==> config.mk <==
export PLATFORM = sky130hd
export DESIGN_NAME = bfm_ram
export DESIGN_NICKNAME = d
export VERILOG_FILES = /design/src/rtl/bfm_ram.sv
export SDC_FILE = /design/constraint.sdc
export NUM_CORES = 1
export LEC_CHECK = 0
export ABC_AREA = 0
export BUFFER_PORTS_ARGS = -buffer_cell sky130_fd_sc_hd__clkbuf_2
export CORE_UTILIZATION = 38
export CTS_CLUSTER_DIAMETER = 120
export DETAILED_ROUTE_END_ITERATION = 16
export HOLD_SLACK_MARGIN = 0.06
export PLACE_DENSITY = 0.56
export SLEW_MARGIN = 30
export SYNTH_ARGS = -nofsm -noshare
export SYNTH_HDL_FRONTEND = slang
export SYNTH_SLANG_ARGS = --single-unit
==> constraint.sdc <==
create_clock -name i_clk -period 2.3 [get_ports i_clk]
set_input_delay 0.23 -clock i_clk [delete_from_list [all_inputs] [get_ports i_clk]]
set_output_delay 0.23 -clock i_clk [all_outputs]
set_load 0.02 [all_outputs]
==> src/rtl/bfm_ram.sv <==
// generic simple dual-port ram with registered read
module bfm_ram #(
    parameter int WIDTH = 8,
    parameter int DEPTH = 16
) (
    input  logic                     i_clk,
    input  logic                     i_we,
    input  logic [$clog2(DEPTH)-1:0] i_waddr,
    input  logic [WIDTH-1:0]         i_wdata,
    input  logic [$clog2(DEPTH)-1:0] i_raddr,
    output logic [WIDTH-1:0]         o_rdata
);

    logic [WIDTH-1:0] r_mem [DEPTH];
    logic [WIDTH-1:0] r_rdata;

    always_ff @(posedge i_clk) begin
        if (i_we) begin
            r_mem[i_waddr] <= i_wdata;
        end
        r_rdata <= r_mem[i_raddr];
    end

    assign o_rdata = r_rdata;

endmodule

==> results of run 1 <==
==> layout by cell type, fill, tap and decap left out <==
| cell | count |
|---|---|
| bufinv_16 | 2 |
| or3b_2 | 1 |
| clkinvlp_4 | 5 |
| inv_6 | 2 |
| buf_4 | 16 |
| nand3_1 | 1 |
| edfxtp_1 | 128 |
| nand2b_1 | 2 |
| mux4_2 | 18 |
| dfxtp_1 | 8 |
| a22oi_1 | 16 |
| mux4_1 | 14 |
| and2_1 | 1 |
| clkinv_1 | 1 |
| clkinv_2 | 3 |
| clkinv_4 | 2 |
| nor3_1 | 4 |
| nand2_1 | 9 |
| and2b_1 | 1 |
| clkbuf_16 | 17 |
| buf_12 | 2 |
| nor2_1 | 13 |
| nand3b_1 | 2 |
| nor2b_1 | 1 |
| clkbuf_2 | 25 |
==> report_power, final <==
part           switching, W  internal (W)
combinational      0.000161      0.000110
sequential        0.0000162       0.00277
clock               0.00100       0.00159
==> worst max-delay path by stage <==
stage / cells after the start / to / startpoint
2_1_floorplan: 2 / r_mem[0][0]$_DFFE_PP_ / i_waddr[2]
3_3_place_gp: 5 / o_rdata[7]$_DFF_P_ / i_raddr[0]
3_5_place_dp: 5 / o_rdata[7]$_DFF_P_ / i_raddr[0]
4_1_cts: 3 / o_rdata[7]$_DFF_P_ / r_mem[2][7]$_DFFE_PP_
5_1_grt: 3 / o_rdata[7]$_DFF_P_ / r_mem[2][7]$_DFFE_PP_
6_report: 3 / o_rdata[6]$_DFF_P_ / r_mem[4][6]$_DFFE_PP_
==> through the flow <==
| step | total power, W | hold slack [ps] |
|---|---|---|
| after floorplan | 0.002995 | 328.9 |
| after global placement | 0.003114 | 646.8 |
| after detailed placement | 0.003118 | 645.2 |
| after CTS | 0.005705 | 240.1 |
| after global routing | 0.005827 | 260.2 |
| final | 0.005653 | 236.6 |
==> final cells by class <==
class	instances	area, um^2	share of cell area
multi-input combinational	83	1057	0.1721
clock inverter	15	151.4	0.02464
timing repair buffer	43	285.3	0.04644
clock buffer	17	425.4	0.06925
sequential	136	4004	0.6517
tap	176	220.2	0.03585
==> flip-flops by register name, indices dropped and copies added (netlist names) <==
| name | count |
|---|---|
| o_rdata | 8 |
| r_mem | 128 |
==> layer usage <==
layer	track usage	wire [um]	vias to the layer above	share of wire
met2	0.2529	4998	43	0.52
met3	0.04247	297	10	0.031
met1	0.1846	4202	1227	0.43
met4	0.07278	166	0	0.017
li1	-	-	1083	-
met5	0	0	-	0
==> worst max-delay path, delay by kind of cell (launching register included) <==
| family | cells | cell delay [ps] |
|---|---|---|
| AOI/OAI and AO/OA | 1 | 310 |
| DFF | 1 | 360 |
| and+or+nand+nor | 1 | 90 |
| muxes | 1 | 490 |
==> kinds of logic after synthesis <==
group,after synthesis,share of synthesized area
buffers and inverters,10,0.01677
AOI/OAI and AO/OA,16,0.02334
muxes,32,0.1502
DFF,136,0.7778
and+or+nand+nor,35,0.03184
==> key figures, run 1 <==
Timing
  • Setup TNS: 0 ps
  • Count of final hold-check violations: 0
  • Slew Viols, Final: 0
  • Slew margin rel.: 0.4569
  • Period utilization: 0.5940
  • Min Tclk post-route: about 1400 ps
  • RSZ-0062 raised after global routing: no
  • Setup ws final: about 930 ps
  • Worst slew pin tran: ~810 ps
  • Achievable Freq: 0.7319 GHz
  • Clk_skew: between 6 and 7 ps
  • Final number of setup-violating endpoints: 0

Clocking
  • Post-cts resize count: 0
  • H-tree depth: 4
  • CTS tree: done
  • Clock tree buffer depth: 2
  • Worst-skew pair later-pin latency: a little over 400 ps
  • CTS Buf Count: 17
  • Root buf cell: clkbuf_16
  • Setup Fix Bufs, Post-CTS: 0
  • CTS clk-pin slew, worst paths: approximately 60 ps
  • CTS Hold Buffers Added: 0
  • Num Clock Sinks: about 140

Routing
  • Drt first pass iters: 5
  • Routed WL per cell: ~21 um
  • Vias: roughly 2400
  • Initial DRC Count: 274
  • DRT Wirelength: approximately 9.7 mm
  • Via density: around 5.0
  • DRT antenna net count: 0
  • DRC viols: 0

Worst setup path
  • CP max FO: 1
  • Slowest stage cell, crit path: mux4_2
  • Critical path capture point type: register
  • R2r setup slk: slightly above 900 ps
  • Worst-path cell chain: mux4_2 -> a22oi_1 -> nand2_1
  • FF-to-FF Start: r_mem[4][6]$_DFFE_PP_
  • Worst Path Arrival: between 1500 and 2000 ps
  • Worst EP required: 2590 ps
  • WS Path Type: register to register
  • CP peak stage delay: around 490 ps
  • CP Launch Type: register
  • R2R cell count: 3
  • R2R Path End: o_rdata[6]$_DFF_P_

Global route
  • First-pass GRT wire length: 14.75 mm
  • Largest net degree at the start of global routing: 33
  • Vias in the first global route: between 2000 and 3000
  • Initial antenna violation count: 0
  • Overall routing resource usage: 0.1525
  • Grt ovf: 0

Placed design
  • Inst Count DP: around 440
  • Number of buffers added on ports: 25
  • GP Congestion: between 0.7 and 0.8
  • Placed Area: 0.005567 mm^2
  • DP Worst Slack: 572.3 ps
  • DP Wirelength: around 6.1 mm

Yosys
  • Mean Syn Cell Area: 22.48 um^2
  • #FFs+latches synth: about 140
  • Unique masters post-synth: 19
  • Most common cell in the netlist: edfxtp_1
  • Yosys top cell area share: 0.7467
  • Synth area leader: edfxtp_1
  • Ranking of synthesized cells by area: edfxtp_1, mux4_2, mux4_1
  • Post-synth EDFFs: between 100 and 150
  • Asr flop ratio synth: 0
  • Synth warn: 0
  • Prevailing post-synth register cell: edfxtp_1
  • Top cells by count, synth: edfxtp_1, mux4_2, a22oi_1
  • Mapped cell area: 0.005147 mm^2
  • Post-synthesis sequential area ratio: 0.7778
  • Synth Net Count: around 250
  • Post-synthesis cell count: about 230

Min path
  • Hold WC Path Type: primary input to register
  • Worst Min Path Start: i_wdata[5]
  • Hold Crit Endpoint: r_mem[8][5]$_DFFE_PP_
  • Hold depth: 1

Die
  • FP Rows: 42
  • Die Wd: ~120 um
  • Die height: 118.4 um
  • Total die area: roughly 0.014 mm^2
  • Initial Util: 0.3887
  • CORE AREA: approximately 0.013 mm^2
  • # IOs: 26

Layout
  • Final Net Count: 299
  • Layout Utilization: 0.4639
  • Share of cells above drive strength 1: 0.3163
  • Post-route cell area: between 0.006 and 0.007 mm^2
  • Area Growth Syn to Fin: 19.35%
  • Ant. Diodes: 0
  • Fill count: roughly 1100
  • Number of non-filler instances in the completed layout: 470

Run
  • Max-cap violations: 0

Power and ir drop
  • PwrDens: between 900 and 1000 mW/mm^2
  • VDD IR max: 0.6106 mV
  • Leakage: slightly above 2 nW

Status
  • Status: completed
No activity file was read; power rests on OpenSTA's default activity.
==> run 2, diff against run 1 <==
clock period = 1.3 ns   (was 2.3 ns; I/O delays follow)
==> run 2 against run 1 <==
Critical path depth stayed put. First-iteration DRC count is 19% lower. Non-clock buffer count is 8 higher. Hold slack worse by 64 ps. Register-to-register slack worse by 900 ps. Sequential power is 77% higher.
==> key figures, run 2 (synthesis results as in run 1) <==
Timing
  • Setup ws final: 33.48 ps (was 933.7 ps)
  • Count of final hold-check violations: 0 (unchanged)
  • Slew margin rel.: 0.3776 (was 0.4569)
  • Achievable Freq: 0.7896 GHz (was 0.7319 GHz)
  • Slew Viols, Final: 0 (unchanged)
  • Worst slew pin tran: 930.1 ps (was 811.6 ps)
  • RSZ-0062 raised after global routing: yes (was no)
  • Period utilization: 0.9742 (was 0.5940)
  • Min Tclk post-route: 1267 ps (was 1366 ps)
  • Final number of setup-violating endpoints: 0 (unchanged)
  • Clk_skew: 7.981 ps (was 6.357 ps)

Routing
  • DRT antenna net count: 0 (unchanged)
  • Via density: 5.075 (was 5.028)
  • Drt first pass iters: 4 (was 5)
  • Routed WL per cell: 20.86 um (was 20.56 um)
  • DRT Wirelength: 9.972 mm (was 9.665 mm)
  • Vias: 2426 (was 2363)
  • DRC viols: 0 (unchanged)
  • Initial DRC Count: 221 (was 274)

Worst setup path
  • Worst-path cell chain: mux4_2 -> a22oi_2 -> nand2_1 (was mux4_2 -> a22oi_1 -> nand2_1)
  • Worst EP required: 1580 ps (was 2590 ps)
  • CP Launch Type: register (unchanged)
  • Worst Path Arrival: 1550 ps (was 1660 ps)
  • WS Path Type: register to register (unchanged)
  • CP peak stage delay: 490 ps (about the same)
  • Slowest stage cell, crit path: mux4_2 (unchanged)
  • CP max FO: 1 (unchanged)
  • R2r setup slk: 30 ps (was 930 ps)
  • R2R cell count: 3 (unchanged)
  • Critical path capture point type: register (unchanged)

Status
  • Status: completed (unchanged)

Die
  • FP Rows: 42 (unchanged)
  • Total die area: 0.01402 mm^2 (unchanged)
  • Die Wd: 118.4 um (unchanged)
  • Die height: 118.4 um (unchanged)
  • CORE AREA: 0.01324 mm^2 (unchanged)
  • Initial Util: 0.3887 (unchanged)
  • # IOs: 26 (unchanged)

Power and ir drop
  • PwrDens: 1686 mW/mm^2 (was 920.2 mW/mm^2)
  • VDD IR max: 0.8619 mV (was 0.6106 mV)
  • Leakage: 2.124 nW (was 2.072 nW)
  • Overall power: 0.01067 W (was 0.005653 W)

Min path
  • Hold depth: 1 (unchanged)
  • Hold WC Path Type: primary input to register (unchanged)

Layout
  • Commonest non-fill, non-tap cell in the layout: edfxtp_1 (unchanged)
  • Area Growth Syn to Fin: 22.87% (was 19.35%)
  • Layout Utilization: 0.4776 (was 0.4639)
  • Post-route cell area: 0.006325 mm^2 (was 0.006143 mm^2)
  • Largest register FFs: 128 (unchanged)
  • Ant. Diodes: 0 (unchanged)
  • Share of cells above drive strength 1: 0.4073 (was 0.3163)
  • Reg with most FFs: r_mem (unchanged)
  • Final Net Count: 307 (was 299)
  • Commonest non-fill, non-tap cells in the layout: edfxtp_1, mux4_2, clkbuf_2 (was edfxtp_1, clkbuf_2, mux4_2)

Clocking
  • CTS clk-pin slew, worst paths: 60 ps (about the same)
  • Num Clock Sinks: 136 (unchanged)
  • H-tree depth: 4 (unchanged)
  • CTS Hold Buffers Added: 0 (unchanged)
  • CTS Buf Count: 17 (unchanged)
  • Setup Fix Bufs, Post-CTS: 0 (unchanged)
  • Clock tree buffer depth: 2 (unchanged)
  • CTS tree: done (unchanged)
  • Worst-skew pair later-pin latency: 400 ps (was 410 ps)
  • Root buf cell: clkbuf_16 (unchanged)

Placed design
  • GP Congestion: 0.6937 (was 0.7128)
  • Placed Area: 0.005667 mm^2 (was 0.005567 mm^2)
  • DP Worst Slack: -269.4 ps (was 572.3 ps)
  • Number of buffers added on ports: 25 (unchanged)
  • DP Wirelength: 6.655 mm (was 6.135 mm)

Global route
  • Overall routing resource usage: 0.1570 (was 0.1525)
  • Vias in the first global route: 2590 (was 2523)
  • Initial antenna violation count: 0 (unchanged)
  • Largest net degree at the start of global routing: 18 (was 33)
  • First-pass GRT wire length: 15.54 mm (was 14.75 mm)
  • Grt ovf: 0 (unchanged)

Run
  • Max-cap violations: 0 (unchanged)
==> run 2: critical path: cells and delay by family (launching register included) <==
kind / cells / cell delay (ps)
and+or+nand+nor: 1 / 70
muxes: 1 / 490
AOI/OAI and AO/OA: 1 / 210
DFF: 1 / 380
==> run 2: per-layer routing <==
| layer | GRT usage | up-vias | wire length [um] |
|---|---|---|---|
| met5 | 0 | - | 0 |
| met4 | 0.05222 | 0 | 59 |
| met3 | 0.04102 | 4 | 341 |
| met2 | 0.2651 | 49 | 5011 |
| met1 | 0.1969 | 1283 | 4560 |
| li1 | - | 1090 | - |
==> run 2: per-stage QoR <==
stage          hold slack [ps]  TNS [ps]  instances
5_1_grt                  171.7    -56.19        478
4_1_cts                  148.4         0        478
6_report                 172.7         0        478
2_1_floorplan            228.9     -2943        229
3_5_place_dp             549.6     -3392        446
3_3_place_gp             550.7     -3112        446
==> run 2: final timing paths <==
kind | endpoint | startpoint
setup / recovery | o_rdata[1]$_DFF_P_ | r_mem[2][1]$_DFFE_PP_
hold / removal | r_mem[4][5]$_DFFE_PP_ | i_wdata[5]
setup reg to reg | o_rdata[1]$_DFF_P_ | r_mem[2][1]$_DFFE_PP_
hold reg to reg | o_rdata[6]$_DFF_P_ | r_mem[13][6]$_DFFE_PP_
==> run 2: area by class of cell <==
cell class	count	area [um^2]
fill	1122	6918
clock inverter	14	221.5
tap	176	220.2
sequential	136	4004
timing repair buffer	51	370.4
clock buffer	18	429.2
multi-input combinational	83	1080
==> run 2: repair_timing <==
item                       in CTS  in global routing
gates resized for setup         8                 11
pin swaps                       1                  6
setup endpoints to repair       5                  8
==> run 2: power by group <==
group,internal (W),total [W],switching [W]
sequential,0.00490,0.00493,0.0000280
combinational,0.000230,0.000536,0.000306
clock,0.00343,0.00520,0.00177
total,0.00856,0.0107,0.00211
