`src/rtl/bfm_pkg.sv`:
```
// shared constants, types and the symbol decoder of the brainfuck machine
package bfm_pkg;

    localparam int PROG_DEPTH  = 4096;
    localparam int MEM_DEPTH   = 32768;
    localparam int STACK_DEPTH = 256;

    localparam int PA_W = $clog2(PROG_DEPTH);
    localparam int PC_W = $clog2(PROG_DEPTH + 1);
    localparam int DA_W = $clog2(MEM_DEPTH);
    localparam int SA_W = $clog2(STACK_DEPTH);
    localparam int SD_W = $clog2(STACK_DEPTH + 1);

    localparam int OP_W   = 3;
    localparam int CELL_W = 8;
    localparam int STAT_W = 3;

    // commands
    localparam logic [1:0] CMD_LOAD = 2'd0;
    localparam logic [1:0] CMD_RUN  = 2'd1;
    localparam logic [1:0] CMD_END  = 2'd2;

    // status codes
    localparam logic [STAT_W-1:0] ST_OK    = 3'd0;
    localparam logic [STAT_W-1:0] ST_NONE  = 3'd1;
    localparam logic [STAT_W-1:0] ST_UNBAL = 3'd2;
    localparam logic [STAT_W-1:0] ST_FULL  = 3'd3;
    localparam logic [STAT_W-1:0] ST_DEEP  = 3'd4;

    // program characters
    localparam logic [7:0] SYM_INC   = 8'h2B;
    localparam logic [7:0] SYM_DEC   = 8'h2D;
    localparam logic [7:0] SYM_RIGHT = 8'h3E;
    localparam logic [7:0] SYM_LEFT  = 8'h3C;
    localparam logic [7:0] SYM_OUT   = 8'h2E;
    localparam logic [7:0] SYM_IN    = 8'h2C;
    localparam logic [7:0] SYM_OPEN  = 8'h5B;
    localparam logic [7:0] SYM_CLOSE = 8'h5D;

    typedef enum logic [OP_W-1:0] {
        OP_INC   = 3'd0,
        OP_DEC   = 3'd1,
        OP_RIGHT = 3'd2,
        OP_LEFT  = 3'd3,
        OP_OUT   = 3'd4,
        OP_IN    = 3'd5,
        OP_OPEN  = 3'd6,
        OP_CLOSE = 3'd7
    } t_op;

    typedef struct packed {
        logic valid;
        t_op  op;
    } t_dec;

    typedef struct packed {
        logic              clearing;
        logic [STAT_W-1:0] err;
    } t_bfm_stat;

    function automatic t_dec decode_symbol(input logic [7:0] s);
        t_dec d;
        d.valid = 1'b1;
        d.op    = OP_INC;
        case (s)
            SYM_INC:   d.op = OP_INC;
            SYM_DEC:   d.op = OP_DEC;
            SYM_RIGHT: d.op = OP_RIGHT;
            SYM_LEFT:  d.op = OP_LEFT;
            SYM_OUT:   d.op = OP_OUT;
            SYM_IN:    d.op = OP_IN;
            SYM_OPEN:  d.op = OP_OPEN;
            SYM_CLOSE: d.op = OP_CLOSE;
            default:   d.valid = 1'b0;
        endcase
        return d;
    endfunction

endpackage

```
`src/rtl/bfm_ctrl.sv`:
```
// sequencer of the brainfuck machine: loading, bracket pairing, execution, result slot
module bfm_ctrl (
    input  logic                          i_clk,
    input  logic                          i_rst_n,
    // command side
    input  logic                          i_valid,
    output logic                          o_ready,
    input  logic [1:0]                    i_command,
    input  logic [7:0]                    i_symbol,
    input  logic                          i_in_valid,
    input  logic [7:0]                    i_in_byte,
    // result side
    output logic                          o_valid,
    input  logic                          i_ready,
    output logic                          o_out_valid,
    output logic [7:0]                    o_out_byte,
    output logic [bfm_pkg::STAT_W-1:0]    o_status,
    // program store
    output logic                          o_prog_we,
    output logic [bfm_pkg::PA_W-1:0]      o_prog_waddr,
    output logic [bfm_pkg::OP_W-1:0]      o_prog_wdata,
    output logic [bfm_pkg::PA_W-1:0]      o_prog_raddr,
    input  logic [bfm_pkg::OP_W-1:0]      i_prog_rdata,
    // match table
    output logic                          o_match_we,
    output logic [bfm_pkg::PA_W-1:0]      o_match_waddr,
    output logic [bfm_pkg::PA_W-1:0]      o_match_wdata,
    output logic [bfm_pkg::PA_W-1:0]      o_match_raddr,
    input  logic [bfm_pkg::PA_W-1:0]      i_match_rdata,
    // open-bracket stack
    output logic                          o_stack_we,
    output logic [bfm_pkg::SA_W-1:0]      o_stack_waddr,
    output logic [bfm_pkg::PA_W-1:0]      o_stack_wdata,
    output logic [bfm_pkg::SA_W-1:0]      o_stack_raddr,
    input  logic [bfm_pkg::PA_W-1:0]      i_stack_rdata,
    // data store
    output logic                          o_data_we,
    output logic [bfm_pkg::DA_W-1:0]      o_data_waddr,
    output logic [bfm_pkg::CELL_W-1:0]    o_data_wdata,
    output logic [bfm_pkg::DA_W-1:0]      o_data_raddr,
    input  logic [bfm_pkg::CELL_W-1:0]    i_data_rdata,
    // status
    output bfm_pkg::t_bfm_stat            o_stat
);

    typedef enum logic [5:0] {
        S_CLEAR    = 6'b000001,
        S_IDLE     = 6'b000010,
        S_EXEC     = 6'b000100,
        S_CLOSE_RD = 6'b001000,
        S_CLOSE_WR = 6'b010000,
        S_RESULT   = 6'b100000
    } t_state;

    localparam int PA_W   = bfm_pkg::PA_W;
    localparam int PC_W   = bfm_pkg::PC_W;
    localparam int DA_W   = bfm_pkg::DA_W;
    localparam int SA_W   = bfm_pkg::SA_W;
    localparam int SD_W   = bfm_pkg::SD_W;
    localparam int STAT_W = bfm_pkg::STAT_W;
    localparam int CELL_W = bfm_pkg::CELL_W;

    t_state              r_state,   n_state;
    logic [DA_W-1:0]     r_clr,     n_clr;
    logic [SD_W-1:0]     r_depth,   n_depth;
    logic [PC_W-1:0]     r_lc,      n_lc;
    logic [PC_W-1:0]     r_rend,    n_rend;
    logic [PC_W-1:0]     r_pc,      n_pc;
    logic [DA_W-1:0]     r_dp,      n_dp;
    logic [STAT_W-1:0]   r_err,     n_err;
    logic                r_ovalid,  n_ovalid;
    // payload registers
    logic                r_in_valid, n_in_valid;
    logic [7:0]          r_in_byte,  n_in_byte;
    logic [PA_W-1:0]     r_partner,  n_partner;
    logic                r_oflag,    n_oflag;
    logic [7:0]          r_obyte,    n_obyte;
    logic [STAT_W-1:0]   r_ostat,    n_ostat;
    logic                r_pflag,    n_pflag;
    logic [7:0]          r_pbyte,    n_pbyte;
    logic [STAT_W-1:0]   r_pstat,    n_pstat;

    logic                accept;
    logic                out_free;
    logic                fin;
    logic                f_flag;
    logic [7:0]          f_byte;
    logic [STAT_W-1:0]   f_stat;
    logic [STAT_W-1:0]   f_final;
    bfm_pkg::t_dec       dec;
    bfm_pkg::t_op        prog_wop;
    bfm_pkg::t_op        exec_op;
    logic [CELL_W-1:0]   cur_cell;
    logic [PC_W-1:0]     jump;

    assign o_ready  = (r_state == S_IDLE);
    assign accept   = i_valid && o_ready;
    assign out_free = !r_ovalid || i_ready;
    assign dec      = bfm_pkg::decode_symbol(i_symbol);
    assign exec_op  = bfm_pkg::t_op'(i_prog_rdata);
    assign cur_cell = i_data_rdata;
    assign jump     = PC_W'(i_match_rdata) + PC_W'(1);

    always_comb begin
        n_state    = r_state;
        n_clr      = r_clr;
        n_depth    = r_depth;
        n_lc       = r_lc;
        n_rend     = r_rend;
        n_pc       = r_pc;
        n_dp       = r_dp;
        n_err      = r_err;
        n_ovalid   = r_ovalid;
        n_in_valid = r_in_valid;
        n_in_byte  = r_in_byte;
        n_partner  = r_partner;
        n_oflag    = r_oflag;
        n_obyte    = r_obyte;
        n_ostat    = r_ostat;
        n_pflag    = r_pflag;
        n_pbyte    = r_pbyte;
        n_pstat    = r_pstat;

        o_prog_we     = 1'b0;
        o_prog_waddr  = r_lc[PA_W-1:0];
        prog_wop      = dec.op;
        o_prog_raddr  = r_pc[PA_W-1:0];
        o_match_we    = 1'b0;
        o_match_waddr = r_lc[PA_W-1:0];
        o_match_wdata = r_partner;
        o_match_raddr = r_pc[PA_W-1:0];
        o_stack_we    = 1'b0;
        o_stack_waddr = r_depth[SA_W-1:0];
        o_stack_wdata = r_lc[PA_W-1:0];
        o_stack_raddr = SA_W'(r_depth - SD_W'(1));
        o_data_we     = 1'b0;
        o_data_waddr  = r_dp;
        o_data_wdata  = '0;
        o_data_raddr  = r_dp;

        fin    = 1'b0;
        f_flag = 1'b0;
        f_byte = '0;
        f_stat = bfm_pkg::ST_OK;

        if (r_ovalid && i_ready) begin
            n_ovalid = 1'b0;
        end

        case (r_state)
            S_CLEAR: begin
                o_data_we    = 1'b1;
                o_data_waddr = r_clr;
                n_clr        = r_clr + DA_W'(1);
                if (r_clr == DA_W'(bfm_pkg::MEM_DEPTH - 1)) begin
                    n_state = S_IDLE;
                end
            end
            S_IDLE: begin
                if (accept) begin
                    if (r_err != bfm_pkg::ST_OK) begin
                        fin = 1'b1;
                    end else begin
                        case (i_command)
                            bfm_pkg::CMD_LOAD: begin
                                if (!dec.valid) begin
                                    fin = 1'b1;
                                end else if (r_lc == PC_W'(bfm_pkg::PROG_DEPTH)) begin
                                    n_err = bfm_pkg::ST_FULL;
                                    fin   = 1'b1;
                                end else if (dec.op == bfm_pkg::OP_OPEN) begin
                                    if (r_depth == SD_W'(bfm_pkg::STACK_DEPTH)) begin
                                        n_err = bfm_pkg::ST_DEEP;
                                    end else begin
                                        o_stack_we = 1'b1;
                                        o_prog_we  = 1'b1;
                                        n_depth    = r_depth + SD_W'(1);
                                        n_lc       = r_lc + PC_W'(1);
                                    end
                                    fin = 1'b1;
                                end else if (dec.op == bfm_pkg::OP_CLOSE) begin
                                    if (r_depth == '0) begin
                                        n_err = bfm_pkg::ST_UNBAL;
                                        fin   = 1'b1;
                                    end else begin
                                        // partner comes from the stack read issued now
                                        n_depth = r_depth - SD_W'(1);
                                        n_state = S_CLOSE_RD;
                                    end
                                end else begin
                                    o_prog_we = 1'b1;
                                    n_lc      = r_lc + PC_W'(1);
                                    if (r_depth == '0) begin
                                        n_rend = r_lc + PC_W'(1);
                                    end
                                    fin = 1'b1;
                                end
                            end
                            bfm_pkg::CMD_RUN: begin
                                if (r_pc >= r_rend) begin
                                    f_stat = bfm_pkg::ST_NONE;
                                    fin    = 1'b1;
                                end else begin
                                    // program, match and cell reads go out this cycle
                                    n_in_valid = i_in_valid;
                                    n_in_byte  = i_in_byte;
                                    n_state    = S_EXEC;
                                end
                            end
                            bfm_pkg::CMD_END: begin
                                if (r_depth != '0) begin
                                    n_err = bfm_pkg::ST_UNBAL;
                                end
                                fin = 1'b1;
                            end
                            default: begin
                                fin = 1'b1;
                            end
                        endcase
                    end
                end
            end
            S_CLOSE_RD: begin
                n_partner     = i_stack_rdata;
                o_match_we    = 1'b1;
                o_match_waddr = i_stack_rdata;
                o_match_wdata = r_lc[PA_W-1:0];
                o_prog_we     = 1'b1;
                prog_wop      = bfm_pkg::OP_CLOSE;
                n_state       = S_CLOSE_WR;
            end
            S_CLOSE_WR: begin
                o_match_we = 1'b1;
                n_lc       = r_lc + PC_W'(1);
                if (r_depth == '0) begin
                    n_rend = r_lc + PC_W'(1);
                end
                fin = 1'b1;
            end
            S_EXEC: begin
                n_pc = r_pc + PC_W'(1);
                case (exec_op)
                    bfm_pkg::OP_INC: begin
                        o_data_we    = 1'b1;
                        o_data_wdata = cur_cell + CELL_W'(1);
                    end
                    bfm_pkg::OP_DEC: begin
                        o_data_we    = 1'b1;
                        o_data_wdata = cur_cell - CELL_W'(1);
                    end
                    bfm_pkg::OP_RIGHT: begin
                        n_dp = (r_dp == DA_W'(bfm_pkg::MEM_DEPTH - 1)) ? '0 : r_dp + DA_W'(1);
                    end
                    bfm_pkg::OP_LEFT: begin
                        n_dp = (r_dp == '0) ? DA_W'(bfm_pkg::MEM_DEPTH - 1) : r_dp - DA_W'(1);
                    end
                    bfm_pkg::OP_OUT: begin
                        f_flag = 1'b1;
                        f_byte = cur_cell;
                    end
                    bfm_pkg::OP_IN: begin
                        o_data_we    = r_in_valid;
                        o_data_wdata = r_in_byte;
                    end
                    bfm_pkg::OP_OPEN: begin
                        if (cur_cell == '0) begin
                            n_pc = jump;
                        end
                    end
                    default: begin
                        if (cur_cell != '0) begin
                            n_pc = jump;
                        end
                    end
                endcase
                fin = 1'b1;
            end
            S_RESULT: begin
                if (out_free) begin
                    n_ovalid = 1'b1;
                    n_oflag  = r_pflag;
                    n_obyte  = r_pbyte;
                    n_ostat  = r_pstat;
                    n_state  = S_IDLE;
                end
            end
            default: begin
                n_state = S_IDLE;
            end
        endcase

        // an error reported by this transaction or earlier overrides the status
        f_final = (n_err != bfm_pkg::ST_OK) ? n_err : f_stat;
        if (fin) begin
            if (out_free) begin
                n_ovalid = 1'b1;
                n_oflag  = f_flag;
                n_obyte  = f_byte;
                n_ostat  = f_final;
                n_state  = S_IDLE;
            end else begin
                n_pflag  = f_flag;
                n_pbyte  = f_byte;
                n_pstat  = f_final;
                n_state  = S_RESULT;
            end
        end
    end

    assign o_prog_wdata = prog_wop;

    always_ff @(posedge i_clk) begin
        if (!i_rst_n) begin
            r_state  <= S_CLEAR;
            r_clr    <= '0;
            r_depth  <= '0;
            r_lc     <= '0;
            r_rend   <= '0;
            r_pc     <= '0;
            r_dp     <= '0;
            r_err    <= bfm_pkg::ST_OK;
            r_ovalid <= 1'b0;
        end else begin
            r_state  <= n_state;
            r_clr    <= n_clr;
            r_depth  <= n_depth;
            r_lc     <= n_lc;
            r_rend   <= n_rend;
            r_pc     <= n_pc;
            r_dp     <= n_dp;
            r_err    <= n_err;
            r_ovalid <= n_ovalid;
        end
    end

    always_ff @(posedge i_clk) begin
        r_in_valid <= n_in_valid;
        r_in_byte  <= n_in_byte;
        r_partner  <= n_partner;
        r_oflag    <= n_oflag;
        r_obyte    <= n_obyte;
        r_ostat    <= n_ostat;
        r_pflag    <= n_pflag;
        r_pbyte    <= n_pbyte;
        r_pstat    <= n_pstat;
    end

    assign o_valid     = r_ovalid;
    assign o_out_valid = r_oflag;
    assign o_out_byte  = r_obyte;
    assign o_status    = r_ostat;

    assign o_stat.clearing = (r_state == S_CLEAR);
    assign o_stat.err      = r_err;

endmodule

```
`config.mk`:
```
export PLATFORM = sky130hd
export DESIGN_NAME = bfm_ctrl
export DESIGN_NICKNAME = d
export VERILOG_FILES = /design/src/rtl/bfm_pkg.sv /design/src/rtl/bfm_ctrl.sv
export SDC_FILE = /design/constraint.sdc
export NUM_CORES = 1
export LEC_CHECK = 0
export BUFFER_PORTS_ARGS = -buffer_cell sky130_fd_sc_hd__buf_4
export CAP_MARGIN = 20
export CORE_MARGIN = 2
export CORE_UTILIZATION = 23
export DETAILED_ROUTE_END_ITERATION = 8
export HOLD_SLACK_MARGIN = 0.12
export PLACE_DENSITY = 0.39
export SLEW_MARGIN = 15
export SYNTH_ARGS = -nofsm -noshare
export SYNTH_HDL_FRONTEND = slang
export SYNTH_SLANG_ARGS = --single-unit
```
`constraint.sdc`:
```
create_clock -name i_clk -period 3.2 [get_ports i_clk]
set_clock_uncertainty 0.05 [all_clocks]
set_input_delay 0.32 -clock i_clk [delete_from_list [all_inputs] [get_ports i_clk]]
set_output_delay 0.32 -clock i_clk [all_outputs]
set_load 0.005 [all_outputs]
```
==> metrics.cfg, run 1 <==
[global_route]
grt_pass1_wl_mm = 44.73
grt_max_degree = 67
antenna_found_initial = 0
grtUsageTotal_pct = 14.82
grt_pass1_vias = 7754
globalRoute.totalOverflow = 0

[pwr]
power_mw = 4.633
ir_drop_mv = 0.2844
p_per_area_nw_per_um2 = 410.6
cellLeakagePower_nw = 4.753

[clocking]
clock-sinks = 133
tritoncts = done
clk_pin_slew_ns = 0.07
insertion_delay_ns = 0.43
cts_buffers = 17
root_buffer = clkbuf_16
h-tree-depth = 4
postCtsSetupBuffers = 0
cts_max_path_buffers = 2

[synthesis]
yosys-top-cells-area = dfxtp_1, edfxtp_1, nand2_1
synth-compound-area-share_pct = 17.26
syn_area_um2 = 8599
yosysTopAreaCell = dfxtp_1
synth_most_common_cell = nand2_1
synthSimpleGateAreaFrac_pct = 24.79
synth_seq_area_share_pct = 34.80
async_flop_share_pct = 0
yosysTopAreaCellShare_pct = 23.28
ys_ff_latch = 133
synth.distinct_cells = 78
synthAdderAreaFrac_pct = 4.452
synth_nets = 1143
ys_dominant_reg_cell = dfxtp_1
synthesis.instances = 1055
synth_xor_area_share_pct = 6.416
synth_top_family_by_area = simple AND/OR/NAND/NOR gates
yosysWarnings = 0
syn_avg_cell_area_um2 = 8.151
synth_common_cells = nand2_1, nor2_1, dfxtp_1
synth-edff-count = 33
synth.mux.area_fraction_pct = 1.891

[worst_setup_path]
worstSetupPathType = flop to flop
crit_start = r_pc[6]
ff2ff_setup_slack_ns = 0.20
r2r-end = r_state[3]
endpoint_kind = flop
cp_num_buf_inv = 2
crit_family = buffers and inverters
crit_path_max_incr_delay_ns = 0.57
r2r-start = r_pc[6]
slowest_stage = dlygate4sd3_1
worstPathCellList = ha_1 -> nand3_1 -> a21boi_0 -> nor4bb_2 -> a21oi_1 -> nor3_1 -> buf_4 -> nor2_1 -> a211oi_1 -> dlygate4sd3_1
arrival_ns = 3.34
cp.required_ns = 3.53
setup.worst_path.start_class = flop
critPathMaxFanout = 11
rr_worst_depth = 10

[sta]
slew_headroom_pct = 40.13
min_period_over_period_pct = 93.90
hold_viol = 0
worst_slack_ns = 0.1952
tightest_slew_ns = 0.8981
setup_violations = 0
max_freq_ghz = 0.3328
drv_slew = 0
fin_crit_ns = 3.005
fin_hold_ws_ns = 0.1562

[detailed_routing]
routedWlPerCell_um = 16.93
route.met2.wl_mm = 13.19
first_pass_iters = 4
route.detailed.drc = 0
viasPerCell = 4.616
dr.first_iter.drc_count = 366
drtAntennaViolNets = 0
via_count = 7908
wl_met3_mm = 1.138
met1_length_mm = 14.23
top_layer = met4
postRouteWirelength_mm = 29.00

[hold_path]
worstHoldEndpoint = r_pbyte[3]
hp-class = input port to flop
min_from = i_data_rdata[3]
hold_depth = 3

[layout]
drive_above_1_share_pct = 26.18
final_nets = 1320
multi_input_area_um2 = 4725
area_delta_synth_final_pct = 31.19
instances_no_fill = 1713
n_fill_cell = 3936
diodes = 0
post-route-util_pct = 30.74
regArea_um2 = 2993

[die]
ios = 209
fp.dieW_um = 197.4
die_h_um = 197.4
initial_core_util_pct = 23.43
rows = 70
core-area_um2 = 36700
dieArea_um2 = 38950

[place]
pre_cts_ws_ns = 0.2355
gp_congestion = 0.7748
dp_hpwl_mm = 21.57
io_buffers = 208
dpl.cell_count = 1658

[job]
maxCapViolCount = 0

[run_status]
status = completed

==> layout by cell type (no fill, tap or decap), types with 6 or more instances in the layout <==
master and count:
o31ai_1 6, nand2b_1 6, nand3_1 38, or4_1 7
o211ai_1 10, nand3b_1 14, o21ai_0 50, nor2b_1 9
a221oi_1 13, or3_1 8, nor3_1 20, a21oi_1 58
nand2_1 127, nor4_1 13, dlygate4sd3_1 23, and3_1 19
a211oi_2 9, nor2_1 107, ha_1 29, buf_4 251
mux2_2 10, nand4_1 14, a21bo_2 6, inv_1 57
o41ai_1 6, xnor2_1 34, dfxtp_1 100, a22oi_1 11
xor2_1 29, edfxtp_1 33, and2_1 8, clkbuf_16 18
==> worst max path at each step <==
stage,end,cells past startpoint
5_1_grt,r_state[3],10
4_1_cts,r_state[3],10
3_3_place_gp,o_out_byte[4],10
3_5_place_dp,o_out_byte[5],10
2_1_floorplan,o_data_wdata[7],10
6_report,r_state[3],10
==> state kept, by name (all words and copies together) (netlist names), 6 cells and up <==
signal and cells:
r_clr 15, r_state 6, r_pbyte 8, r_pc 13
r_in_byte 8, r_partner 12, r_rend 13, r_lc 13
r_depth 9, o_data_raddr 15, o_out_byte 8
==> metal layers <==
metal,GRT usage (%),vias to the layer above
met4,4.706,0
met5,0,-
met3,3.056,27
li1,-,4014
met2,23.42,149
met1,20.18,3718
==> worst reg2reg max path, stage by stage, from the launching register on <==
cell,delay [ns]
dfxtp_1,0.51
ha_1,0.31
nand3_1,0.08
a21boi_0,0.11
nor4bb_2,0.39
a21oi_1,0.21
nor3_1,0.23
buf_4,0.26
nor2_1,0.07
a211oi_1,0.16
dlygate4sd3_1,0.57
==> per-stage QoR <==
| step | area (µm²) | TNS [ns] |
|---|---|---|
| after floorplan | 8600 | 0 |
| after global placement | 10390 | 0 |
| after detailed placement | 10390 | 0 |
| after CTS | 11270 | 0 |
| after global routing | 11280 | -0.02756 |
| final | 11280 | 0 |
==> cell type report <==
class / instances / share of cell area, %
clock buffer: 19 / 4.026
multi-input combinational: 748 / 41.88
inverter: 58 / 1.930
tap: 468 / 5.190
clock inverter: 13 / 1.708
sequential: 133 / 26.53
timing repair buffer: 274 / 18.74
==> cell families (layout without fill, tap and decap cells) <==
logic type | count (synthesis) | count (layout)
adder cells (fa/ha/maj) | 30 | 30
AO/OA/AOI/OAI | 217 | 217
XOR/XNOR | 63 | 63
AND/OR/NAND/NOR | 423 | 423
multiplexers | 15 | 15
flip-flops | 133 | 133
buffers and inverters | 174 | 364
==> report_power, final <==
part	total (mW)	switching, mW	internal (mW)
combinational	0.554	0.262	0.292
sequential	1.88	0.0711	1.81
clock	2.20	0.836	1.36
total	4.63	1.17	3.46
==> repair_timing <==
action / in CTS / in global routing
gates resized for setup: 0 / 2
endpoints found under the setup margin: 0 / 4
endpoints found under the hold margin: 22 / 0
hold buffers: 23 / 0
(Power assumes the default switching activity.)
==> run 2, diff against run 1 <==
--- a/config.mk
+++ b/config.mk
@@ -8,10 +8,11 @@
 export BUFFER_PORTS_ARGS = -buffer_cell sky130_fd_sc_hd__buf_4
 export CAP_MARGIN = 20
 export CORE_MARGIN = 2
-export CORE_UTILIZATION = 23
+export CORE_UTILIZATION = 45
 export DETAILED_ROUTE_END_ITERATION = 8
 export HOLD_SLACK_MARGIN = 0.12
-export PLACE_DENSITY = 0.39
+export MAX_ROUTING_LAYER = met4
+export PLACE_DENSITY = 0.67
 export SLEW_MARGIN = 15
 export SYNTH_ARGS = -nofsm -noshare
 export SYNTH_HDL_FRONTEND = slang
==> run 2 against run 1 <==
Effect of this change:
- register-to-register slack gained 0.07 ns
- sequential share of layout area up 1.2 points
- clock-buffer cell count fell by 1
- clock power shrank 9.1%
- worst setup slack gained 0.071 ns
- sequential cell count unchanged
- total power decreased by 4.8%
- non-clock buffer count is 19 lower
- sequential power barely moved
- global-route usage increased by 9.1 points
- fmax up 2.4%
- largest cell class unchanged
- largest power group unchanged
- highest routed layer unchanged
==> metrics.cfg, run 2 (synthesis gave the netlist of run 1 again) <==
[run_status]
status = completed  ; unchanged

[layout]
drive_above_1_share_pct = 25.12  ; was 26.18%
post-route-util_pct = 57.71  ; was 30.74%
mostFrequentLayoutCell = buf_4  ; unchanged
diodes = 0  ; unchanged
final_nets = 1301  ; was 1,320
layout_common_cells = buf_4, nand2_1, nor2_1  ; unchanged
area_delta_synth_final_pct = 25.52  ; was 31.19%

[global_route]
globalRoute.totalOverflow = 0  ; unchanged
grtUsageTotal_pct = 23.93  ; was 14.82%
grt_pass1_wl_mm = 38.14  ; was 44.73 mm
antenna_found_initial = 0  ; unchanged
grt_max_degree = 67  ; unchanged
grt_pass1_vias = 7502  ; was 7,754

[place]
io_buffers = 208  ; unchanged
dp_hpwl_mm = 16.88  ; was 21.57 mm
gp_congestion = 0.8960  ; was 0.7748

[die]
ios = 209  ; unchanged
core-area_um2 = 18710  ; was 36,700 µm²
die_h_um = 142.2  ; was 197.4 µm
initial_core_util_pct = 45.97  ; was 23.43%
dieArea_um2 = 20230  ; was 38,950 µm²
fp.dieW_um = 142.2  ; was 197.4 µm
rows = 50  ; was 70

[detailed_routing]
dr.first_iter.drc_count = 632  ; was 366
met1_length_mm = 10.80  ; was 14.23 mm
route.detailed.drc = 0  ; unchanged
route.met2.wl_mm = 11.04  ; was 13.19 mm
wl_met3_mm = 1.729  ; was 1.138 mm
via_count = 8082  ; was 7,908
viasPerCell = 5.536  ; was 4.616
postRouteWirelength_mm = 23.83  ; was 29.00 mm
top_layer = met4  ; unchanged
first_pass_iters = 6  ; was 4
drtAntennaViolNets = 0  ; unchanged
routedWlPerCell_um = 16.32  ; was 16.93 µm

[worst_setup_path]
endpoint_kind = flop  ; unchanged
crit_path_max_incr_delay_ns = 0.47  ; was 0.57 ns
r2r-end = o_out_byte[0]  ; was r_state[3]
critPathMaxFanout = 12  ; was 11
slowest_stage = dfxtp_1  ; was dlygate4sd3_1
worstPathCellList = inv_1 -> ha_1 -> nor2_1 -> a21oi_1 -> o41ai_1 -> a2111oi_0 -> buf_4 -> nor2_1 -> a21oi_1 -> buf_4 -> a221oi_1  ; was ha_1 -> nand3_1 -> a21boi_0 -> nor4bb_2 -> a21oi_1 -> nor3_1 -> buf_4 -> nor2_1 -> a211oi_1 -> dlygate4sd3_1
setup.worst_path.start_class = flop  ; unchanged
worstSetupPathType = flop to flop  ; unchanged
rr_worst_depth = 11  ; was 10
arrival_ns = 3.19  ; was 3.34 ns
cp.required_ns = 3.46  ; was 3.53 ns
ff2ff_setup_slack_ns = 0.27  ; was 0.20 ns
r2r-start = r_pc[0]  ; was r_pc[6]

[pwr]
pwr-share-comb_pct = 12.3  ; was 12.0%
cellInternalPower_mw = 3.249  ; was 3.464 mW
ir_drop_mv = 0.3278  ; was 0.2844 mV
seq_power_share_pct = 42.3  ; was 40.5%
p_per_area_nw_per_um2 = 408.6  ; was 410.6 nW/µm²
p_switching_mw = 1.161  ; was 1.169 mW
clock_power_share_pct = 45.4  ; was 47.5%
power_mw = 4.410  ; was 4.633 mW
cellLeakagePower_nw = 4.621  ; was 4.753 nW
switching_share_pct = 26.33  ; was 25.23%

[clocking]
clock-sinks = 133  ; unchanged
root_buffer = clkbuf_16  ; unchanged
insertion_delay_ns = 0.42  ; was 0.43 ns
clk_pin_slew_ns = 0.06  ; was 0.07 ns
cts_max_path_buffers = 2  ; unchanged
cts_buffers = 17  ; unchanged
h-tree-depth = 4  ; unchanged
tritoncts = done  ; unchanged

[sta]
min_period_over_period_pct = 91.67  ; was 93.90%
final.setup.tns_ns = 0  ; unchanged
tightest_slew_ns = 0.7990  ; was 0.8981 ns
fin_crit_ns = 2.933  ; was 3.005 ns
hold_viol = 0  ; unchanged
drv_slew = 0  ; unchanged
max_freq_ghz = 0.3409  ; was 0.3328 GHz
rsz0062_at_grt = false
slew_headroom_pct = 46.74  ; was 40.13%
fin_hold_ws_ns = 0.1411  ; was 0.1562 ns
setup_violations = 0  ; unchanged

[hold_path]
worstHoldEndpoint = r_state[3]  ; was r_pbyte[3]
min_from = i_command[1]  ; was i_data_rdata[3]
hp-class = input port to flop  ; unchanged
hold_depth = 3  ; unchanged

[job]
maxCapViolCount = 0  ; unchanged

run 2: layer usage:
metal	GRT usage [%]	vias to the layer above
li1	-	3984
met1	32.21	3772
met2	36.71	297
met3	5.653	29
met4	5.316	0
met5	-	-
run 2: area by class of cell:
class | instances | area [µm²]
fillers | 1736 | 7911
repair buffers | 255 | 1969
well taps | 234 | 292.8
clock buffers | 18 | 450.4
inverters | 58 | 217.7
clock inverters | 14 | 151.4
flip-flops and latches | 133 | 2993
multi-input cells | 748 | 4720
run 2: timing repair:
item                                   4_1_cts  5_1_grt
setup endpoints to repair                    0       12
gates resized for setup                      0        1
hold buffers                                22        0
setup buffers                                0        1
endpoints found under the hold margin       22        0
run 2: worst max-delay path by stage:
stage / from / to / slack (ns) / cells after the start
global placement: r_pc[7] / o_out_byte[3] / 0.27 / 10
finish: r_pc[0] / o_out_byte[0] / 0.27 / 11
detailed placement: r_pc[7] / o_status[2] / 0.17 / 10
floorplan: i_prog_rdata[1] / o_data_wdata[7] / 0.43 / 10
CTS: r_pc[7] / o_out_byte[0] / 0.11 / 10
global route: r_pc[1] / o_out_byte[0] / 0.04 / 10
run 2: power groups by stage:
stage               Clock, mW  Sequential (mW)  Combinational (mW)
floorplan                   0             1.90               0.237
global placement            0             1.90               0.510
detailed placement          0             1.91               0.517
CTS                      2.04             1.87               0.543
global route             2.11             1.88               0.591
finish                   2.00             1.87               0.542
run 2: metrics by stage:
step / cells / setup WS, ns / area, µm²
floorplan: 1055 / 0.4302 / 8600
global placement: 1405 / 0.2740 / 9958
detailed placement: 1405 / 0.1716 / 9958
CTS: 1459 / 0.1062 / 10780
global route: 1460 / 0.04084 / 10790
finish: 1460 / 0.2666 / 10790
run 2: critical path: cells and delay by family, from the launching register on:
family,cells,cell delay (ns)
and+or+nand+nor,2,0.39
DFF,1,0.47
AOI/OAI and AO/OA,5,1.18
buffers and inverters,3,0.46
adders and majority gates,1,0.29
